`config.mk`:
```
export PLATFORM = sky130hd
export DESIGN_NAME = source_text_tokenizer
export DESIGN_NICKNAME = d
export VERILOG_FILES = /design/src/hdl/stt_pkg.sv /design/src/hdl/stt_core.sv /design/src/hdl/stt_fifo.sv /design/src/hdl/source_text_tokenizer.sv
export SDC_FILE = /design/constraint.sdc
export NUM_CORES = 1
export LEC_CHECK = 0
export ABC_AREA = 1
export BUFFER_PORTS_ARGS = -buffer_cell sky130_fd_sc_hd__buf_2
export CAP_MARGIN = 20
export CELL_PAD_IN_SITES_DETAIL_PLACEMENT = 1
export CELL_PAD_IN_SITES_GLOBAL_PLACEMENT = 1
export CORE_ASPECT_RATIO = 1.4
export CORE_MARGIN = 8
export CORE_UTILIZATION = 43
export CTS_CLUSTER_DIAMETER = 30
export DETAILED_ROUTE_END_ITERATION = 10
export PLACE_DENSITY = 0.84
export REMOVE_ABC_BUFFERS = 1
export SLEW_MARGIN = 10
export SYNTH_ARGS = -nofsm -noshare
export SYNTH_HDL_FRONTEND = slang
export SYNTH_HIERARCHICAL = 1
export SYNTH_SLANG_ARGS = --single-unit
export TNS_END_PERCENT = 50
```
`constraint.sdc`:
```
create_clock -name clk -period 4 [get_ports clk]
set_input_delay 0.6 -clock clk [delete_from_list [all_inputs] [get_ports clk]]
set_output_delay 0.6 -clock clk [all_outputs]
set_load 0.05 [all_outputs]
```
`src/hdl/stt_pkg.sv`:
```
// ----------------------------------------------------------------------------
// stt_pkg
// Token kinds, character codes, the token type and keyword lookup shared by
// the tokenizer modules.
// ----------------------------------------------------------------------------
`timescale 1ns / 1ps

package stt_pkg;

	localparam int MAX_TOKENS = 3;
	localparam int FIFO_DEPTH = 8;
	localparam int FIELD_W    = 16;

	typedef logic [5:0] kind_t;

	// token kinds
	localparam kind_t K_EOF        = 6'd0;
	localparam kind_t K_NOT_PUNCT  = 6'd0;
	localparam kind_t K_IDENT      = 6'd1;
	localparam kind_t K_INT        = 6'd2;
	localparam kind_t K_FLOAT      = 6'd3;
	localparam kind_t K_STRING     = 6'd4;
	localparam kind_t K_LPAREN     = 6'd5;
	localparam kind_t K_RPAREN     = 6'd6;
	localparam kind_t K_LBRACE     = 6'd7;
	localparam kind_t K_RBRACE     = 6'd8;
	localparam kind_t K_COMMA      = 6'd9;
	localparam kind_t K_DOT        = 6'd10;
	localparam kind_t K_MINUS      = 6'd11;
	localparam kind_t K_PLUS       = 6'd12;
	localparam kind_t K_SEMI       = 6'd13;
	localparam kind_t K_COLON      = 6'd14;
	localparam kind_t K_SLASH      = 6'd15;
	localparam kind_t K_STAR       = 6'd16;
	localparam kind_t K_LESS       = 6'd17;
	localparam kind_t K_GREATER    = 6'd18;
	localparam kind_t K_EQUAL      = 6'd19;
	localparam kind_t K_BANG       = 6'd20;
	localparam kind_t K_RBRACKET   = 6'd21;
	localparam kind_t K_LBRACKET   = 6'd22;
	localparam kind_t K_AT         = 6'd23;
	localparam kind_t K_KW_FN      = 6'd24;
	localparam kind_t K_KW_LET     = 6'd25;
	localparam kind_t K_KW_USE     = 6'd26;
	localparam kind_t K_KW_IF      = 6'd27;
	localparam kind_t K_KW_ELSE    = 6'd28;
	localparam kind_t K_KW_WHILE   = 6'd29;
	localparam kind_t K_KW_RET     = 6'd30;
	localparam kind_t K_KW_FOR     = 6'd31;
	localparam kind_t K_KW_EXTERN  = 6'd32;
	localparam kind_t K_KW_INT     = 6'd33;
	localparam kind_t K_KW_FLOAT   = 6'd34;
	localparam kind_t K_KW_STRING  = 6'd35;
	localparam kind_t K_KW_VOID    = 6'd36;
	localparam kind_t K_UNKNOWN    = 6'd37;
	localparam kind_t K_UNTERM     = 6'd38;

	// character codes
	localparam logic [7:0] CH_TAB   = 8'h09;
	localparam logic [7:0] CH_NL    = 8'h0A;
	localparam logic [7:0] CH_SPACE = 8'h20;
	localparam logic [7:0] CH_QUOTE = 8'h22;
	localparam logic [7:0] CH_STAR  = 8'h2A;
	localparam logic [7:0] CH_DOT   = 8'h2E;
	localparam logic [7:0] CH_SLASH = 8'h2F;

	typedef struct packed {
		kind_t               kind;
		logic [FIELD_W-1:0]  start;
		logic [FIELD_W-1:0]  length;
		logic                last;
	} token_t;

	// status of the result queue toward the top level
	typedef struct packed {
		logic room;
		logic not_empty;
	} fifo_stat_t;

	function automatic logic is_digit(logic [7:0] c);
		return (c >= 8'h30) && (c <= 8'h39);
	endfunction

	function automatic logic is_word_start(logic [7:0] c);
		return ((c >= 8'h61) && (c <= 8'h7A)) || ((c >= 8'h41) && (c <= 8'h5A)) ||
			(c == 8'h5F);
	endfunction

	function automatic logic is_space(logic [7:0] c);
		return (c == CH_SPACE) || (c == CH_NL) || (c == CH_TAB);
	endfunction

	// single-byte punctuation, slash excluded
	function automatic kind_t punct_kind(logic [7:0] c);
		kind_t k;
		case (c)
			8'h28:   k = K_LPAREN;
			8'h29:   k = K_RPAREN;
			8'h7B:   k = K_LBRACE;
			8'h7D:   k = K_RBRACE;
			8'h2C:   k = K_COMMA;
			8'h2E:   k = K_DOT;
			8'h2D:   k = K_MINUS;
			8'h2B:   k = K_PLUS;
			8'h3B:   k = K_SEMI;
			8'h3A:   k = K_COLON;
			8'h2A:   k = K_STAR;
			8'h3C:   k = K_LESS;
			8'h3E:   k = K_GREATER;
			8'h3D:   k = K_EQUAL;
			8'h21:   k = K_BANG;
			8'h5D:   k = K_RBRACKET;
			8'h5B:   k = K_LBRACKET;
			8'h40:   k = K_AT;
			default: k = K_NOT_PUNCT;
		endcase
		return k;
	endfunction

	// first six word bytes, first byte in the top bits, unused bytes zero
	function automatic kind_t keyword_kind(logic [47:0] w, logic [3:0] n);
		kind_t k;
		k = K_IDENT;
		if (n == 4'd2 && w == {"fn", 32'h0})          k = K_KW_FN;
		else if (n == 4'd3 && w == {"let", 24'h0})    k = K_KW_LET;
		else if (n == 4'd3 && w == {"int", 24'h0})    k = K_KW_INT;
		else if (n == 4'd5 && w == {"float", 8'h0})   k = K_KW_FLOAT;
		else if (n == 4'd6 && w == "string")          k = K_KW_STRING;
		else if (n == 4'd3 && w == {"use", 24'h0})    k = K_KW_USE;
		else if (n == 4'd2 && w == {"if", 32'h0})     k = K_KW_IF;
		else if (n == 4'd4 && w == {"else", 16'h0})   k = K_KW_ELSE;
		else if (n == 4'd5 && w == {"while", 8'h0})   k = K_KW_WHILE;
		else if (n == 4'd3 && w == {"ret", 24'h0})    k = K_KW_RET;
		else if (n == 4'd3 && w == {"for", 24'h0})    k = K_KW_FOR;
		else if (n == 4'd6 && w == "extern")          k = K_KW_EXTERN;
		else if (n == 4'd4 && w == {"void", 16'h0})   k = K_KW_VOID;
		return k;
	endfunction

endpackage

```
`src/hdl/stt_core.sv`:
```
// ----------------------------------------------------------------------------
// stt_core
// Lexer state and the single-pass step: one byte or end marker in, up to
// three tokens out, state updated in the same cycle.
// ----------------------------------------------------------------------------
`timescale 1ns / 1ps

module stt_core import stt_pkg::*; #(
	parameter int POS_WIDTH   = 16,
	parameter int KEYWORD_MAX = 6
) (
	input  logic        clk,
	input  logic        arst_n,
	input  logic        step,
	input  logic [7:0]  char_byte,
	input  logic        is_end,
	output token_t      tok [MAX_TOKENS],
	output logic [1:0]  tok_n
);

	localparam int CW = $clog2(KEYWORD_MAX + 2);
	localparam int EW = (POS_WIDTH > FIELD_W) ? POS_WIDTH : FIELD_W;
	localparam logic [POS_WIDTH-1:0] POS_MAX = {POS_WIDTH{1'b1}};

	typedef enum logic [3:0] {
		M_IDLE, M_INT, M_INTDOT, M_FLOAT, M_IDENT, M_STRING, M_SLASH, M_COMMENT, M_CSTAR
	} mode_t;

	typedef logic [POS_WIDTH-1:0] pos_t;

	mode_t      mode_q, mode_d;
	pos_t       pos_q, pos_d;
	pos_t       begin_q, begin_d;
	pos_t       dot_q, dot_d;
	logic [7:0] word_q [KEYWORD_MAX];
	logic [7:0] word_d [KEYWORD_MAX];
	logic [CW-1:0] count_q, count_d;

	token_t     tok_c [MAX_TOKENS];
	logic [1:0] n_c;
	logic       run_idle;
	logic [47:0] w6;
	kind_t      ident_kind;

	mode_t      idle_mode;
	logic       idle_tok_v;
	kind_t      idle_kind;
	kind_t      pk;
	logic       idle_set_begin;
	pos_t       idle_begin;
	logic       idle_word;

	function automatic pos_t sat_inc(pos_t v);
		return (v == POS_MAX) ? v : v + pos_t'(1);
	endfunction

	function automatic pos_t span(pos_t from, pos_t upto);
		return (upto >= from) ? upto - from : '0;
	endfunction

	// saturate a position-wide value into a result field
	function automatic logic [FIELD_W-1:0] clamp(pos_t v);
		logic [EW-1:0] x;
		x = EW'(v);
		return (x > EW'({FIELD_W{1'b1}})) ? {FIELD_W{1'b1}} : x[FIELD_W-1:0];
	endfunction

	function automatic token_t mk(kind_t k, pos_t s, pos_t l);
		token_t t;
		t.kind   = k;
		t.start  = clamp(s);
		t.length = clamp(l);
		t.last   = 1'b0;
		return t;
	endfunction

	// keyword lookup on the first six buffered bytes
	always_comb begin
		for (int k = 0; k < 6; k++) begin
			w6[47-8*k -: 8] = word_q[k];
		end
		ident_kind = keyword_kind(w6, 4'(count_q));
	end

	// what a byte does when no token is pending
	always_comb begin
		pk             = punct_kind(char_byte);
		idle_mode      = M_IDLE;
		idle_tok_v     = 1'b0;
		idle_kind      = pk;
		idle_set_begin = 1'b0;
		idle_begin     = pos_q;
		idle_word      = 1'b0;
		if (pk != K_NOT_PUNCT) begin
			idle_tok_v = 1'b1;
		end else if (char_byte == CH_SLASH) begin
			idle_mode      = M_SLASH;
			idle_set_begin = 1'b1;
		end else if (is_space(char_byte)) begin
			idle_mode = M_IDLE;
		end else if (is_digit(char_byte)) begin
			idle_mode      = M_INT;
			idle_set_begin = 1'b1;
		end else if (is_word_start(char_byte)) begin
			idle_mode      = M_IDENT;
			idle_set_begin = 1'b1;
			idle_word      = 1'b1;
		end else if (char_byte == CH_QUOTE) begin
			idle_mode      = M_STRING;
			idle_set_begin = 1'b1;
			idle_begin     = sat_inc(pos_q);
		end else begin
			idle_tok_v = 1'b1;
			idle_kind  = K_UNKNOWN;
		end
	end

	// step logic: pending token handling, then the idle action
	always_comb begin
		tok_c    = '{default: '0};
		n_c      = 2'd0;
		run_idle = 1'b0;
		mode_d   = mode_q;
		pos_d    = pos_q;
		begin_d  = begin_q;
		dot_d    = dot_q;
		word_d   = word_q;
		count_d  = count_q;
		if (is_end) begin
			// flush the pending token, then end of file and back to reset state
			case (mode_q)
				M_INT: begin
					tok_c[n_c] = mk(K_INT, begin_q, span(begin_q, pos_q));
					n_c = n_c + 2'd1;
				end
				M_INTDOT: begin
					tok_c[n_c] = mk(K_INT, begin_q, span(begin_q, dot_q));
					n_c = n_c + 2'd1;
					tok_c[n_c] = mk(K_DOT, dot_q, pos_t'(1));
					n_c = n_c + 2'd1;
				end
				M_FLOAT: begin
					tok_c[n_c] = mk(K_FLOAT, begin_q, span(begin_q, pos_q));
					n_c = n_c + 2'd1;
				end
				M_IDENT: begin
					tok_c[n_c] = mk(ident_kind, begin_q, span(begin_q, pos_q));
					n_c = n_c + 2'd1;
				end
				M_STRING: begin
					tok_c[n_c] = mk(K_UNTERM, begin_q, span(begin_q, pos_q));
					n_c = n_c + 2'd1;
				end
				M_SLASH: begin
					tok_c[n_c] = mk(K_SLASH, begin_q, pos_t'(1));
					n_c = n_c + 2'd1;
				end
				default: begin
				end
			endcase
			tok_c[n_c] = mk(K_EOF, pos_q, '0);
			n_c = n_c + 2'd1;
			mode_d  = M_IDLE;
			pos_d   = '0;
			begin_d = '0;
			dot_d   = '0;
			word_d  = '{default: '0};
			count_d = '0;
		end else begin
			pos_d = sat_inc(pos_q);
			case (mode_q)
				M_INT: begin
					if (char_byte == CH_DOT) begin
						mode_d = M_INTDOT;
						dot_d  = pos_q;
					end else if (!is_digit(char_byte)) begin
						tok_c[n_c] = mk(K_INT, begin_q, span(begin_q, pos_q));
						n_c = n_c + 2'd1;
						run_idle = 1'b1;
					end
				end
				M_INTDOT: begin
					if (is_digit(char_byte)) begin
						mode_d = M_FLOAT;
					end else begin
						tok_c[n_c] = mk(K_INT, begin_q, span(begin_q, dot_q));
						n_c = n_c + 2'd1;
						tok_c[n_c] = mk(K_DOT, dot_q, pos_t'(1));
						n_c = n_c + 2'd1;
						run_idle = 1'b1;
					end
				end
				M_FLOAT: begin
					if (!is_digit(char_byte)) begin
						tok_c[n_c] = mk(K_FLOAT, begin_q, span(begin_q, pos_q));
						n_c = n_c + 2'd1;
						run_idle = 1'b1;
					end
				end
				M_IDENT: begin
					if (is_word_start(char_byte) || is_digit(char_byte)) begin
						for (int k = 0; k < KEYWORD_MAX; k++) begin
							if (count_q == CW'(k)) begin
								word_d[k] = char_byte;
							end
						end
						if (count_q <= CW'(KEYWORD_MAX)) begin
							count_d = count_q + CW'(1);
						end
					end else begin
						tok_c[n_c] = mk(ident_kind, begin_q, span(begin_q, pos_q));
						n_c = n_c + 2'd1;
						run_idle = 1'b1;
					end
				end
				M_STRING: begin
					if (char_byte == CH_QUOTE) begin
						tok_c[n_c] = mk(K_STRING, begin_q, span(begin_q, pos_q));
						n_c = n_c + 2'd1;
						mode_d = M_IDLE;
					end
				end
				M_SLASH: begin
					if (char_byte == CH_STAR) begin
						mode_d = M_COMMENT;
					end else begin
						tok_c[n_c] = mk(K_SLASH, begin_q, pos_t'(1));
						n_c = n_c + 2'd1;
						run_idle = 1'b1;
					end
				end
				M_COMMENT: begin
					if (char_byte == CH_STAR) begin
						mode_d = M_CSTAR;
					end
				end
				M_CSTAR: begin
					if (char_byte == CH_SLASH) begin
						mode_d = M_IDLE;
					end else if (char_byte != CH_STAR) begin
						mode_d = M_COMMENT;
					end
				end
				default: begin
					run_idle = 1'b1;
				end
			endcase
			if (run_idle) begin
				mode_d = idle_mode;
				if (idle_tok_v) begin
					tok_c[n_c] = mk(idle_kind, pos_q, pos_t'(1));
					n_c = n_c + 2'd1;
				end
				if (idle_set_begin) begin
					begin_d = idle_begin;
				end
				if (idle_word) begin
					word_d    = '{default: '0};
					word_d[0] = char_byte;
					count_d   = CW'(1);
				end
			end
		end
		// mark the final token of this step
		if (n_c != 2'd0) begin
			tok_c[n_c - 2'd1].last = 1'b1;
		end
	end

	assign tok   = tok_c;
	assign tok_n = step ? n_c : 2'd0;

	// lexer state
	always_ff @(posedge clk or negedge arst_n) begin
		if (!arst_n) begin
			mode_q  <= M_IDLE;
			pos_q   <= '0;
			begin_q <= '0;
			dot_q   <= '0;
			word_q  <= '{default: '0};
			count_q <= '0;
		end else if (step) begin
			mode_q  <= mode_d;
			pos_q   <= pos_d;
			begin_q <= begin_d;
			dot_q   <= dot_d;
			word_q  <= word_d;
			count_q <= count_d;
		end
	end

endmodule

```
`src/hdl/stt_fifo.sv`:
```
// ----------------------------------------------------------------------------
// stt_fifo
// Result queue: takes up to three tokens per cycle, hands out one per cycle.
// ----------------------------------------------------------------------------
`timescale 1ns / 1ps

module stt_fifo import stt_pkg::*; (
	input  logic        clk,
	input  logic        arst_n,
	input  token_t      wr_tok [MAX_TOKENS],
	input  logic [1:0]  wr_n,
	input  logic        pop,
	output token_t      head,
	output fifo_stat_t  stat
);

	localparam int PW   = $clog2(FIFO_DEPTH);
	localparam int CNTW = $clog2(FIFO_DEPTH + 1);

	token_t          mem_q [FIFO_DEPTH];
	logic [PW-1:0]   wptr_q, rptr_q;
	logic [CNTW-1:0] cnt_q;

	// entry storage, written in order from the write pointer
	always_ff @(posedge clk) begin
		for (int k = 0; k < MAX_TOKENS; k++) begin
			if (2'(k) < wr_n) begin
				mem_q[wptr_q + PW'(k)] <= wr_tok[k];
			end
		end
	end

	// pointers and fill level
	always_ff @(posedge clk or negedge arst_n) begin
		if (!arst_n) begin
			wptr_q <= '0;
			rptr_q <= '0;
			cnt_q  <= '0;
		end else begin
			wptr_q <= wptr_q + PW'(wr_n);
			rptr_q <= rptr_q + PW'(pop);
			cnt_q  <= cnt_q + CNTW'(wr_n) - CNTW'(pop);
		end
	end

	// room for a worst-case step, judged without the current pop
	assign stat.room      = cnt_q <= CNTW'(FIFO_DEPTH - MAX_TOKENS);
	assign stat.not_empty = cnt_q != '0;
	assign head           = mem_q[rptr_q];

endmodule

```
`src/hdl/source_text_tokenizer.sv`:
```
// ----------------------------------------------------------------------------
// source_text_tokenizer
// Streaming lexer: one source byte per request on the src channel, tokens
// (kind, start offset, length, last_of_run) out on the tok channel.
// A request with is_end set flushes the pending token, sends end of file and
// returns the lexer to offset 0 for the next source.
// A request is registered in the input stage (valid_s1, char_s1, end_s1),
// lexed from there into the queue, and its tokens leave from the queue head.
// Throughput: one byte per cycle while src_stall is low. Tokens leave one per
// cycle while tok_stall is low, through an eight-entry queue that absorbs a
// byte that causes two or three tokens.
// src_stall rises while the registered byte waits for three free queue
// slots, so a tok_stall held long enough backs up into the src channel.
// A stalled token stays on the tok ports unchanged.
// Reset clears the lexer state and empties the queue; no request is
// pending after reset.
// ----------------------------------------------------------------------------
`timescale 1ns / 1ps

module source_text_tokenizer import stt_pkg::*; #(
	parameter int POS_WIDTH   = 16,
	parameter int KEYWORD_MAX = 6
) (
	input  logic        clk,
	input  logic        arst_n,
	input  logic        src_valid,
	output logic        src_stall,
	input  logic [7:0]  char_byte,
	input  logic        is_end,
	output logic        tok_valid,
	input  logic        tok_stall,
	output logic [5:0]  token_kind,
	output logic [15:0] token_start,
	output logic [15:0] token_length,
	output logic        last_of_run
);

	logic        valid_s1;
	logic [7:0]  char_s1;
	logic        end_s1;
	logic        step;
	token_t      tok [MAX_TOKENS];
	logic [1:0]  tok_n;
	token_t      head;
	fifo_stat_t  stat;
	logic        pop;

	// input register advances when the queue can take a worst-case step
	assign step      = valid_s1 & stat.room;
	assign src_stall = valid_s1 & ~stat.room;

	always_ff @(posedge clk or negedge arst_n) begin
		if (!arst_n) begin
			valid_s1 <= 1'b0;
		end else if (!src_stall) begin
			valid_s1 <= src_valid;
		end
	end

	always_ff @(posedge clk) begin
		if (src_valid && !src_stall) begin
			char_s1 <= char_byte;
			end_s1  <= is_end;
		end
	end

	stt_core #(
		.POS_WIDTH   (POS_WIDTH),
		.KEYWORD_MAX (KEYWORD_MAX)
	) u_core (
		.clk       (clk),
		.arst_n    (arst_n),
		.step      (step),
		.char_byte (char_s1),
		.is_end    (end_s1),
		.tok       (tok),
		.tok_n     (tok_n)
	);

	stt_fifo u_fifo (
		.clk    (clk),
		.arst_n (arst_n),
		.wr_tok (tok),
		.wr_n   (tok_n),
		.pop    (pop),
		.head   (head),
		.stat   (stat)
	);

	// result channel
	assign tok_valid    = stat.not_empty;
	assign pop          = stat.not_empty & ~tok_stall;
	assign token_kind   = head.kind;
	assign token_start  = head.start;
	assign token_length = head.length;
	assign last_of_run  = head.last;

endmodule

```
==> results_dict.tcl <==
set metrics [dict create \
    worstSetupEndpointType "register" \
    ys_top_cells_by_area "edfxtp_1, nand2_1, dfrtp_1" \
    synth_edf_count 321 \
    finalHoldViolCount 0 \
    antenna_cells 0 \
    setup_viol_count_final 0 \
    synth_area_per_cell_sq_um 6.85 \
    ys_seq_area_share_pct 38.1 \
    cp.arrival_ns 4.49 \
    r2r_setup_slack_ns 0.05 \
    placed_area_sq_um 34400 \
    vias 37300 \
    grt_max_degree 92 \
    finalPower_uw 31700 \
    slew_headroom_pct 26.0 \
    async_reset_ff_share_pct 26.2 \
    setup_tns_ns 0 \
    drt_pass1_iterations 6 \
    clockBufferDepth 3 \
    gp_congestion 0.990 \
    p_leak_uw 0.0180 \
    routedWlPerCell_um 25.9 \
    setup.worst_path.class "register to register" \
    routed_wl_um 151000 \
    cts_tree "done" \
    max_slew.worst_pin.slew_ns 1.11 \
    finalInstanceArea_sq_um 38200 \
    clk_latency_ns 0.70 \
    peakVddDrop_v 0.000716 \
    grt_overflow 0 \
    portBuffers 53 \
    reg2reg_to "u_fifo/mem_q[6][27]" \
    postSynthRegisterBits 435 \
    synth_top_area_cell "edfxtp_1" \
    grt_pass1_vias 39400 \
    fp.dieW_um 249 \
    max_freq_mhz 253 \
    netlist_area_sq_um 32800 \
    drive_above_1_share_pct 11.3 \
    globalRouteTotalUtil_pct 34.0 \
    synthTopCellsByCount "nand2_1, nand3_1, nor2_1" \
    yosysTopAreaCellShare_pct 29.4 \
    design.core.area_sq_um 76000 \
    cts_max_level 3 \
    first_iter_violations 3505 \
    cp_max_fo 32 \
    worst_clock_skew_ns 0.0317 \
    synth_cell_types 50 \
    p_per_area_nw_per_um2 831 \
    cts.sink_count 435 \
    synth_cells 4787 \
    ioPinCount 54 \
    die_area_sq_um 85500 \
    antenna_found_initial 1 \
    status "finished, final reports clean" \
    area_growth_pct 16.5 \
    root_buffer "clkbuf_16" \
    period_share_pct 98.8 \
    fin_util_pct 50.3 \
    synth_most_common_cell "nand2_1" \
    synth-main-ff-cell "edfxtp_1" \
    fillers 9668 \
    yosys_warnings 6 \
    required_ns 4.54 \
    critPathLaunchType "register" \
    routed_via_density 6.39 \
    r2r-start "char_s1[1]" \
    fp.dieH_um 343 \
    initial_core_util_pct 43.2 \
    drc_errors 0 \
    period_needed_ns 3.95 \
    dpl.hpwl_um 97100 \
    cap_violations 0 \
    cts_buffers 103 \
    clk_pin_slew_ns 0.05 \
    ant_nets 0 \
    rows 120 \
    final-max-slew-violation-count 0 \
    hold_path_startpoint "is_end" \
    hold_path_class "input port to register" \
    min_to "end_s1" \
    min_path_cells 1 \
    nets 4854 \
    grt_pass1_wl_um 228000 \
    worstRegToRegCells 20 \
]
-- per-stage QoR --
stage	hold WS [ns]	instances	setup WS (ns)
5_1_grt	0.0612	5842	-0.0608
3_3_place_gp	0.498	5633	0.0393
4_1_cts	0.0676	5828	0.000692
2_1_floorplan	0.304	4417	-6.29
6_report	0.0815	5842	0.0485
3_5_place_dp	0.512	5633	-0.121
-- repair_timing --
action                                  4_1_cts  5_1_grt
hold buffers                                  1        0
gates cloned                                  1        0
setup buffers                                 4       13
pin swaps                                     0        4
hold endpoints to repair                      1        0
resized for setup                             4       24
endpoints found under the setup margin      217      590
-- worst max-delay path by stage --
| stage | from | end | slack [ns] | cells past startpoint |
|---|---|---|---|---|
| after CTS | char_s1[6] | u_fifo/mem_q[6][27] | 0.0007 | 20 |
| after floorplan | u_fifo/wptr_q[0] | u_fifo/mem_q[4][0] | -6.29 | 4 |
| after detailed placement | char_s1[6] | u_fifo/mem_q[7][29] | -0.12 | 23 |
| after global placement | char_s1[6] | u_fifo/mem_q[7][29] | 0.04 | 23 |
| after global routing | char_s1[1] | u_fifo/mem_q[5][8] | -0.06 | 21 |
| final | char_s1[1] | u_fifo/mem_q[6][27] | 0.05 | 20 |
-- power by group --
part / internal (uW) / leakage, uW / switching [uW] / total (uW)
combinational: 3830 / 0.0118 / 12400 / 16200
clock: 5650 / 0.00166 / 2900 / 8550
sequential: 6440 / 0.00455 / 559 / 7000
total: 15900 / 0.0180 / 15800 / 31700
-- layout make-up --
class,count,area [sq um],area share [%]
inverter,331,1270,3.32
timing repair buffer,260,2220,5.81
tap,976,1220,3.20
sequential,435,12500,32.7
multi-input combinational,3651,17500,45.8
clock buffer,118,2660,6.95
clock inverter,71,853,2.23
-- critical path, stage by stage (launching register included) --
cell and delay (ns):
edfxtp_1 0.48, nand2_1 0.22, inv_1 0.18, nand3_1 0.10
nand2_1 0.09, nand2_1 0.07, nand3_2 0.17, nand3_4 0.14
nand4_1 0.14, inv_2 0.07, ha_1 0.27, nand2_1 0.05
nand2_1 0.09, nand2_1 0.13, nor2_4 0.14, nand2_1 0.12
inv_2 0.14, nand2_2 0.11, inv_2 0.75, nand2_1 0.17
nand2_1 0.15
-- registers in the layout, summed over array words and instances (netlist names) --
signal and cells:
u_core/begin_q 16, u_core/w6 48, valid_s1 1, u_core/count_q 3
u_core/pos_q 16, u_fifo/rptr_q 3, u_core/mode_q 4, u_fifo/mem_q 312
u_fifo/wptr_q 3, char_s1 8, u_core/dot_q 16, u_fifo/cnt_q 4
end_s1 1
-- routing by layer --
metal  up-vias  track usage (%)  part of all wire [%]
li1      16100                -                     -
met1     18000             35.5                    34
met2      2330             58.1                    48
met3       923             7.45                   8.9
met4         2             29.2                   9.4
met5         -                0                0.0099
-- cells by family after synthesis --
group,after synthesis,synth area share (%)
AO/OA/AOI/OAI,609,10.2
other,1,0.0114
AND/OR/NAND/NOR,2924,39.1
XOR/XNOR,29,0.774
adder cells (fa/ha/maj),59,2.34
buffers and inverters,730,9.54
flip-flops,435,38.1
-- cell usage in the layout, fill, tap and decap left out, drive strengths merged --
| cell type | instances |
|---|---|
| nand2 | 1566 |
| o211ai | 42 |
| dlygate4sd3 | 1 |
| clkbuf | 118 |
| o32ai | 1 |
| inv | 328 |
| nand3b | 10 |
| nor4 | 4 |
| o21a | 1 |
| bufbuf | 1 |
| and3 | 1 |
| a21oi | 73 |
| a21boi | 3 |
| buf | 258 |
| nand4 | 352 |
| xnor2 | 8 |
| or2 | 8 |
| a22oi | 1 |
| o22ai | 71 |
| nor2 | 430 |
| o21ai | 401 |
| xor2 | 21 |
| bufinv | 14 |
| o31ai | 1 |
| nor3 | 58 |
| conb | 30 |
| o21bai | 2 |
| a21o | 5 |
| clkinv | 39 |
| ha | 55 |
| a31oi | 6 |
| a211oi | 2 |
| edfxtp | 321 |
| clkinvlp | 21 |
| nand3 | 493 |
| and2 | 2 |
| fa | 4 |
| dfrtp | 114 |
No activity file was read; power rests on OpenSTA's default activity.
